$ cat config.mk
export PLATFORM = sky130hd
export DESIGN_NAME = fixed_point_vector_length_3d_top
export DESIGN_NICKNAME = d
export VERILOG_FILES = /design/src/rtl/fpvl_pkg.sv /design/src/rtl/fpvl_isqrt.sv /design/src/rtl/fixed_point_vector_length_3d_top.sv
export SDC_FILE = /design/constraint.sdc
export NUM_CORES = 2
export LEC_CHECK = 0
export ABC_AREA = 1
export BUFFER_PORTS_ARGS = -buffer_cell sky130_fd_sc_hd__buf_2
export CORE_ASPECT_RATIO = 2
export CORE_MARGIN = 2
export CORE_UTILIZATION = 51
export CTS_CLUSTER_SIZE = 16
export DETAILED_ROUTE_END_ITERATION = 12
export PLACE_DENSITY_LB_ADDON = 0.2
export SLEW_MARGIN = 10
export SYNTH_ARGS = -nofsm -noshare
export SYNTH_HDL_FRONTEND = slang
export SYNTH_SLANG_ARGS = --single-unit
$ cat constraint.sdc
create_clock -name clk -period 20.8 [get_ports clk]
set_input_delay 0 -clock clk [delete_from_list [all_inputs] [get_ports clk]]
set_output_delay 0 -clock clk [all_outputs]
set_load 0.03 [all_outputs]
$ cat src/rtl/fpvl_pkg.sv
// Shared constants, types and helper functions for the 3D vector length block.
`default_nettype none

package fpvl_pkg;

  // Field and datapath widths.
  localparam int DATA_W      = 32;
  localparam int IN_TDATA_W  = 3 * DATA_W;
  localparam int OUT_TDATA_W = DATA_W;
  localparam int CLZ_W       = 6;
  localparam int SH_W        = 5;
  localparam int MAG_W       = 15;
  localparam int PROD_W      = 2 * MAG_W;
  localparam int FRAC_BITS   = 12;
  localparam int SQ_W        = 18;
  localparam int SUM_W       = 20;
  localparam int RAD_SHIFT   = 14;

  // Scaling thresholds and the rounding constant of the square rescale.
  localparam logic [CLZ_W-1:0]  SCALE_LIMIT = CLZ_W'(16);
  localparam logic [CLZ_W-1:0]  SCALE_BASE  = CLZ_W'(17);
  localparam logic [PROD_W-1:0] ROUND_HALF  = PROD_W'(2048);

  // Square root pipeline: two result bits per stage.
  localparam int ISQ_STEPS   = 2;
  localparam int ISQ_STAGES  = 9;
  localparam int RAD_W       = 2 * ISQ_STEPS * ISQ_STAGES;
  localparam int ROOT_W      = 17;
  localparam int REM_W       = 20;
  localparam int RAD_PAD     = RAD_W - SUM_W - RAD_SHIFT;

  // Request into the square root pipeline.
  typedef struct packed {
    logic [RAD_W-1:0] rad;
    logic [SH_W-1:0]  sh;
  } isq_req_t;

  // Response out of the square root pipeline.
  typedef struct packed {
    logic [ROOT_W-1:0] root;
    logic [SH_W-1:0]   sh;
  } isq_rsp_t;

  // Working state of the digit-by-digit square root.
  typedef struct packed {
    logic [RAD_W-1:0]  rad;
    logic [REM_W-1:0]  rem;
    logic [ROOT_W-1:0] root;
  } isq_state_t;

  // Leading-zero count of a 32-bit word by binary search; 32 for zero.
  function automatic logic [CLZ_W-1:0] clz32(input logic [DATA_W-1:0] x);
    logic [CLZ_W-1:0]  n;
    logic [DATA_W-1:0] v;
    n = '0;
    v = x;
    if (v[31:16] == '0) begin
      n = n + CLZ_W'(16);
      v = {v[15:0], 16'b0};
    end
    if (v[31:24] == '0) begin
      n = n + CLZ_W'(8);
      v = {v[23:0], 8'b0};
    end
    if (v[31:28] == '0) begin
      n = n + CLZ_W'(4);
      v = {v[27:0], 4'b0};
    end
    if (v[31:30] == '0) begin
      n = n + CLZ_W'(2);
      v = {v[29:0], 2'b0};
    end
    if (v[31] == 1'b0) begin
      n = n + CLZ_W'(1);
      v = {v[30:0], 1'b0};
    end
    if (v[31] == 1'b0) begin
      n = n + CLZ_W'(1);
    end
    return n;
  endfunction

  // One restoring square root step: consumes two radicand bits, yields one root bit.
  function automatic isq_state_t isqrt_step(input isq_state_t s);
    isq_state_t       r;
    logic [REM_W-1:0] rem_sh;
    logic [REM_W-1:0] trial;
    rem_sh = {s.rem[REM_W-3:0], s.rad[RAD_W-1:RAD_W-2]};
    trial  = {{(REM_W-ROOT_W-2){1'b0}}, s.root, 2'b01};
    r.rad  = {s.rad[RAD_W-3:0], 2'b00};
    if (rem_sh >= trial) begin
      r.rem  = rem_sh - trial;
      r.root = {s.root[ROOT_W-2:0], 1'b1};
    end else begin
      r.rem  = rem_sh;
      r.root = {s.root[ROOT_W-2:0], 1'b0};
    end
    return r;
  endfunction

endpackage

`default_nettype wire

$ cat src/rtl/fpvl_isqrt.sv
// Pipelined integer square root, two result bits per stage, with per-stage flow control.
`default_nettype none

module fpvl_isqrt (
  input  wire                    clk,
  input  wire                    rst,
  input  wire                    in_valid,
  output logic                   in_ready,
  input  wire fpvl_pkg::isq_req_t in_req,
  output logic                   out_valid,
  input  wire                    out_ready,
  output fpvl_pkg::isq_rsp_t     out_rsp
);

  localparam int N = fpvl_pkg::ISQ_STAGES;

  logic [N-1:0]                   vld;
  logic [N-1:0]                   en;
  fpvl_pkg::isq_state_t           st [N];
  logic [fpvl_pkg::SH_W-1:0]      sh [N];

  // A stage takes a new request when it is empty or its contents move on.
  assign en[N-1] = !vld[N-1] || out_ready;
  for (genvar k = 0; k < N - 1; k++) begin : g_en
    assign en[k] = !vld[k] || en[k+1];
  end
  assign in_ready = en[0];

  for (genvar k = 0; k < N; k++) begin : g_stage
    logic                      prev_vld;
    fpvl_pkg::isq_state_t      prev_st;
    logic [fpvl_pkg::SH_W-1:0] prev_sh;
    fpvl_pkg::isq_state_t      nx;

    // Stage input comes from the port for the first stage, else from the stage before.
    if (k == 0) begin : g_first
      assign prev_vld     = in_valid;
      assign prev_st.rad  = in_req.rad;
      assign prev_st.rem  = '0;
      assign prev_st.root = '0;
      assign prev_sh      = in_req.sh;
    end else begin : g_rest
      assign prev_vld = vld[k-1];
      assign prev_st  = st[k-1];
      assign prev_sh  = sh[k-1];
    end

    // Root bits resolved in this stage.
    always_comb begin
      nx = prev_st;
      for (int i = 0; i < fpvl_pkg::ISQ_STEPS; i++) begin
        nx = fpvl_pkg::isqrt_step(nx);
      end
    end

    always_ff @(posedge clk) begin
      if (rst) begin
        vld[k] <= 1'b0;
      end else if (en[k]) begin
        vld[k] <= prev_vld;
      end
    end

    always_ff @(posedge clk) begin
      if (en[k]) begin
        st[k] <= nx;
        sh[k] <= prev_sh;
      end
    end
  end

  assign out_valid    = vld[N-1];
  assign out_rsp.root = st[N-1].root;
  assign out_rsp.sh   = sh[N-1];

endmodule

`default_nettype wire

$ cat src/rtl/fixed_point_vector_length_3d_top.sv
// Top level of the 3D fixed-point vector length pipeline.
//
// Usage: one request on the s_axis channel carries a signed 20.12 vector
// (x, y, z) packed in s_axis_tdata; one result leaves on the m_axis channel
// with the 20.12 length, wrapped to 32 bits. Results come out in request order.
// An accepted request passes, in order, through five front-end stages
// (magnitude, leading-zero count, normalize, square, sum), nine square root
// stages resolving two root bits each, and the output register that rounds
// and scales back, before m_axis_tvalid rises.
// One request per cycle when nothing stalls; every stage has its own valid bit.
// When the receiver holds m_axis_tready low, the output register keeps its
// result and the stages behind it keep filling empty slots, so s_axis_tready
// only drops once every stage holds a request.
// Reset clears all valid bits; the pipeline is empty and ready afterwards.
`default_nettype none

module fixed_point_vector_length_3d_top (
  input  wire         clk,
  input  wire         rst,
  input  wire         s_axis_tvalid,
  output logic        s_axis_tready,
  input  wire  [95:0] s_axis_tdata,   // vec_x [31:0], vec_y [63:32], vec_z [95:64]
  output logic        m_axis_tvalid,
  input  wire         m_axis_tready,
  output logic [31:0] m_axis_tdata    // vec_length [31:0]
);

  localparam int DW  = fpvl_pkg::DATA_W;
  localparam int MW  = fpvl_pkg::MAG_W;
  localparam int SHW = fpvl_pkg::SH_W;
  localparam int ROOTW_P1 = fpvl_pkg::ROOT_W + 1;

  logic [4:0] vld;
  logic [4:0] en;

  logic                isq_in_ready;
  logic                isq_out_valid;
  logic                out_en;
  fpvl_pkg::isq_req_t  isq_req;
  fpvl_pkg::isq_rsp_t  isq_rsp;

  // Stage 0: magnitudes.
  logic [DW-1:0] mag0 [3];
  // Stage 1: shared scale.
  logic [DW-1:0] mag1 [3];
  logic [SHW-1:0] sh1;
  // Stage 2: normalized magnitudes.
  logic [MW-1:0] nrm2 [3];
  logic [SHW-1:0] sh2;
  // Stage 3: rescaled squares.
  logic [fpvl_pkg::SQ_W-1:0] sq3 [3];
  logic [SHW-1:0] sh3;
  // Stage 4: radicand.
  logic [fpvl_pkg::RAD_W-1:0] rad4;
  logic [SHW-1:0] sh4;

  logic [DW-1:0] mag_next [3];
  logic [fpvl_pkg::CLZ_W-1:0] lz;
  logic [SHW-1:0] sh_next;
  logic [MW-1:0] nrm_next [3];
  logic [fpvl_pkg::SQ_W-1:0] sq_next [3];
  logic [fpvl_pkg::SUM_W-1:0] sum_next;
  logic [ROOTW_P1-1:0] round_sum;
  logic [DW-1:0] length_next;

  // Flow control: each stage loads when empty or when it drains.
  assign en[4] = !vld[4] || isq_in_ready;
  assign en[3] = !vld[3] || en[4];
  assign en[2] = !vld[2] || en[3];
  assign en[1] = !vld[1] || en[2];
  assign en[0] = !vld[0] || en[1];
  assign s_axis_tready = en[0];
  assign out_en = !m_axis_tvalid || m_axis_tready;

  always_ff @(posedge clk) begin
    if (rst) begin
      vld <= '0;
    end else begin
      if (en[0]) vld[0] <= s_axis_tvalid;
      if (en[1]) vld[1] <= vld[0];
      if (en[2]) vld[2] <= vld[1];
      if (en[3]) vld[3] <= vld[2];
      if (en[4]) vld[4] <= vld[3];
    end
  end

  // Absolute values, taken as unsigned; the most negative value gives 2^31.
  always_comb begin
    for (int i = 0; i < 3; i++) begin
      mag_next[i] = s_axis_tdata[i*DW +: DW];
      if (mag_next[i][DW-1]) begin
        mag_next[i] = DW'(0) - mag_next[i];
      end
    end
  end

  // The smallest leading-zero count is that of the OR of the three magnitudes.
  always_comb begin
    lz = fpvl_pkg::clz32(mag0[0] | mag0[1] | mag0[2]);
    if (lz <= fpvl_pkg::SCALE_LIMIT) begin
      sh_next = SHW'(fpvl_pkg::SCALE_BASE - lz);
    end else begin
      sh_next = '0;
    end
  end

  // After the shift every magnitude fits in 15 bits.
  always_comb begin
    for (int i = 0; i < 3; i++) begin
      nrm_next[i] = MW'(mag1[i] >> sh1);
    end
  end

  // Squares with a rounded 12-bit rescale.
  always_comb begin
    logic [fpvl_pkg::PROD_W-1:0] prod;
    for (int i = 0; i < 3; i++) begin
      prod = fpvl_pkg::PROD_W'(nrm2[i]) * fpvl_pkg::PROD_W'(nrm2[i])
           + fpvl_pkg::ROUND_HALF;
      sq_next[i] = prod[fpvl_pkg::FRAC_BITS +: fpvl_pkg::SQ_W];
    end
  end

  assign sum_next = fpvl_pkg::SUM_W'(sq3[0]) + fpvl_pkg::SUM_W'(sq3[1])
                  + fpvl_pkg::SUM_W'(sq3[2]);

  always_ff @(posedge clk) begin
    if (en[0]) begin
      mag0 <= mag_next;
    end
    if (en[1]) begin
      mag1 <= mag0;
      sh1  <= sh_next;
    end
    if (en[2]) begin
      nrm2 <= nrm_next;
      sh2  <= sh1;
    end
    if (en[3]) begin
      sq3 <= sq_next;
      sh3 <= sh2;
    end
    if (en[4]) begin
      rad4 <= {{fpvl_pkg::RAD_PAD{1'b0}}, sum_next, {fpvl_pkg::RAD_SHIFT{1'b0}}};
      sh4  <= sh3;
    end
  end

  assign isq_req.rad = rad4;
  assign isq_req.sh  = sh4;

  fpvl_isqrt u_isqrt (
    .clk       (clk),
    .rst       (rst),
    .in_valid  (vld[4]),
    .in_ready  (isq_in_ready),
    .in_req    (isq_req),
    .out_valid (isq_out_valid),
    .out_ready (out_en),
    .out_rsp   (isq_rsp)
  );

  // Round the 4.13 root to 5.12, then undo the scaling with a wrapping shift to 20.12.
  assign round_sum   = ROOTW_P1'(isq_rsp.root) + ROOTW_P1'(1);
  assign length_next = DW'(round_sum[ROOTW_P1-1:1]) << isq_rsp.sh;

  always_ff @(posedge clk) begin
    if (rst) begin
      m_axis_tvalid <= 1'b0;
    end else if (out_en) begin
      m_axis_tvalid <= isq_out_valid;
    end
  end

  always_ff @(posedge clk) begin
    if (out_en) begin
      m_axis_tdata <= length_next;
    end
  end

  // A scaled vector always has its largest normalized magnitude using all 15 bits.
  a_norm_full: assert property (@(posedge clk) disable iff (rst)
    (vld[2] && sh2 != '0) |-> ((nrm2[0] | nrm2[1] | nrm2[2]) >> (MW - 1)) == MW'(1))
    else $error("normalized magnitudes do not fill 15 bits");

  // An empty first stage must always take a request.
  a_ready_empty: assert property (@(posedge clk) disable iff (rst)
    !vld[0] |-> s_axis_tready)
    else $error("input stalled with an empty first stage");

  // An accepted request occupies the first stage in the next cycle.
  a_accept_fill: assert property (@(posedge clk) disable iff (rst)
    (s_axis_tvalid && s_axis_tready) |=> vld[0])
    else $error("accepted request was lost");

endmodule

`default_nettype wire

==> reports/results.ini <==
[outcome]
status = completed

[yosys]
synth_area_um2 = 58200
async_reset_ff_share_pct = 0
synth.area.mux_share_pct = 0.4493
ys_seq_area_share_pct = 34.83
syn_nets = 7490
synth_warnings = 0
syn_area_per_cell_um2 = 8.991
synthSimpleGateAreaFrac_pct = 15.60
ys_ff_latch = 680
synth_cell_types = 71
netlist_instances = 6473
synth_compound_area_share_pct = 9.122
synth_edf_count = 665
synth_top_family_by_area = adder cells
synth_xor_area_share_pct = 5.624
synth_fa_ha_area_share_pct = 25.26
synth_flop_cell = edfxtp_1

[sta]
finalClockSkew_ps = 55.31
slew_headroom_pct = 28.45
period_minus_slack_ps = 10040
setup_ws_ps = 10760
rsz0062_at_grt = false
fmax_mhz = 99.61
setup_tns_ps = 0
finalCritPeriodShare_pct = 48.26
drv_slew = 0
finalSetupViolations = 0
worst_pin_slew_ps = 1069
hold_viol = 0

[clocking]
cts-buffers-inserted = 61
path_clk_slew_ps = 70
cts.path.max_buffers = 3
clk_latency_ps = 690
htree_levels = 2
cts.sinks = 680
cts_root_buf = clkbuf_16
post_cts_buffers = 0
ctsResizeCount = 0
cts_tree = done

[die]
die_h_um = 481.7
core_area_um2 = 113400
fp.dieW_um = 242.9
start_util_pct = 51.31
ios = 134
die_area_um2 = 117000
fp-row-count = 175

[setup_path]
crit_path_max_incr_delay_ps = 670
crit_family = buffers and inverters
worstSetupStartpointType = register
critPathCaptureType = output pin
criticalPathCategory = register to output pin
cp_max_fo = 65
path_buf_inv = 16
cp_slowest_cell = buf_4
cp.required_ps = 20800
crit_arrival_ps = 10040
path_common_cell = inv_2

[place]
pre_cts_ws_ps = 11160
port_buffers = 133
routabilityCongestion = 1.044
hpwl_um = 125300

[global_route]
busiest_layer = met2
met2_usage_pct = 55.40
grt-ovfl-total = 0
use_met3_pct = 2.643
grt_usage_pct = 26.58
grt_max_degree = 78
grt_pass1_wl_um = 239600
grt_pass1_vias = 47130
antenna_found_initial = 1
met1_usage_pct = 19.84

[drt]
ant_nets = 0
drc = 0
drt_iter0_drc = 1826
dr.pass1.iters = 6
drt_wl_total_um = 153000
detailroute.via_count = 44210
routed_via_density = 5.361
routedWlPerCell_um = 18.55

[layout]
num-nets-final = 7707
num-fill-cells = 10120
syn_to_final_growth_pct = 10.02
layout-drive-gt1-share_pct = 6.096

[job]
cap_viol_max_count = 0

[worst_hold_path]
hold_path.class = input pin to register

[synthesized netlist by cell type, types with 40 or more instances]
cell type | instances | area [µm²]
nand2_1 | 1297 | 4868
inv_1 | 1175 | 4410
edfxtp_1 | 665 | 19970
ha_1 | 487 | 6093
fa_1 | 430 | 8608
o21ai_0 | 388 | 1942
nor2_1 | 371 | 1393
a21oi_1 | 255 | 1276
xor2_1 | 253 | 2216
nand3_1 | 220 | 1101
clkbuf_1 | 150 | 563.0
xnor2_1 | 117 | 1025
nor3_1 | 73 | 365.4
o21ai_1 | 51 | 255.2
o211ai_1 | 47 | 352.8
nand4_1 | 40 | 250.2
[worst reg2reg max path: cells and delay by family (launching register included)]
kind | cells | cell delay (ps)
DFF | 1 | 310
buffers and inverters | 16 | 7450
and+or+nand+nor | 14 | 1260
[path summary, 6_finish.rpt]
path                                       start                to  slack [ps]  cells after the start
worst max-delay path               m_axis_tvalid     s_axis_tready       10760                     31
worst min-delay path            s_axis_tdata[64]           mag0[0]          80                      2
worst max register to register     m_axis_tvalid          mag1[63]       11290                     30
worst min register to register  u_isqrt.sh[0][0]  u_isqrt.sh[0][5]         390                      0
[placed cells by master, fill, tap and decap left out, types with 11 or more instances in the layout]
master	count
o211ai_1	47
o21ai_1	51
nand2_2	18
nor2_1	371
or2_2	31
inv_2	32
a21oi_1	255
edfxtp_1	665
fa_1	430
xnor2_1	117
nand2_1	1296
clkinv_1	15
o31ai_1	17
dlygate4sd3_1	180
o21ai_0	388
mux2i_1	25
nand4_1	40
o22ai_1	23
o221ai_1	24
nor4_1	21
ha_1	487
nand3_1	220
inv_1	1171
clkbuf_1	11
nor2_2	21
xor2_1	253
nor3_1	73
buf_2	133
dfxtp_1	15
a31oi_1	26
clkbuf_16	62
buf_4	24
o21bai_1	31
clkinv_2	13
[stage by stage]
step | hold WS [ps] | area (µm²) | std cells | util [%]
2_1_floorplan | 69.07 | 58200 | 6473 | -
3_3_place_gp | 211.4 | 60190 | 7951 | 53.06
3_5_place_dp | 219.6 | 60190 | 7951 | 53.06
4_1_cts | 29.87 | 64030 | 8246 | 56.45
5_1_grt | 55.41 | 64030 | 8247 | 56.45
6_report | 78.34 | 64030 | 8247 | 56.45
[cell families after synthesis]
logic type	count (synthesis)
adders and majority gates	917
AOI/OAI and AO/OA	934
buffers and inverters	1394
and+or+nand+nor	2149
DFF	680
other	1
xor gates and xnor gates	372
muxes	26
[per-layer routing]
layer	wire length (µm)	up-vias
met5	0	-
met2	89610	1085
met1	41720	21090
met4	17370	0
met3	4300	601
li1	-	21430
[state kept, by name (all words and copies together), names as in the netlist]
| register | cells |
|---|---|
| m_axis_tdata | 32 |
| m_axis_tvalid | 1 |
| mag0 | 96 |
| mag1 | 96 |
| nrm2 | 45 |
| rad4 | 20 |
| sh1 | 5 |
| sh2 | 5 |
| sh3 | 5 |
| sh4 | 5 |
| sq3 | 54 |
| u_isqrt.g_stage.prev_vld | 8 |
| u_isqrt.out_valid | 1 |
| u_isqrt.sh | 45 |
| u_isqrt.st | 257 |
| vld | 5 |
[repair_timing]
action                     CTS  global route
hold buffers               180             0
hold endpoints to repair   143             0
setup endpoints to repair    0             0
[cell type report]
| class | instances | area (µm²) | share of cell area (%) |
|---|---|---|---|
| clock inverter | 41 | 434.2 | 0.6781 |
| multi-input combinational | 4399 | 32630 | 50.97 |
| tap | 1504 | 1882 | 2.939 |
| timing repair buffer | 337 | 2648 | 4.135 |
| sequential | 680 | 20270 | 31.66 |
| clock buffer | 74 | 1607 | 2.509 |
| antenna | 1 | 2.502 | 0.003908 |
| inverter | 1211 | 4554 | 7.113 |
Power is left out: the tool's default activity adds up to more than one toggle a clock period on the data nets, which glitch-free logic cannot reach.
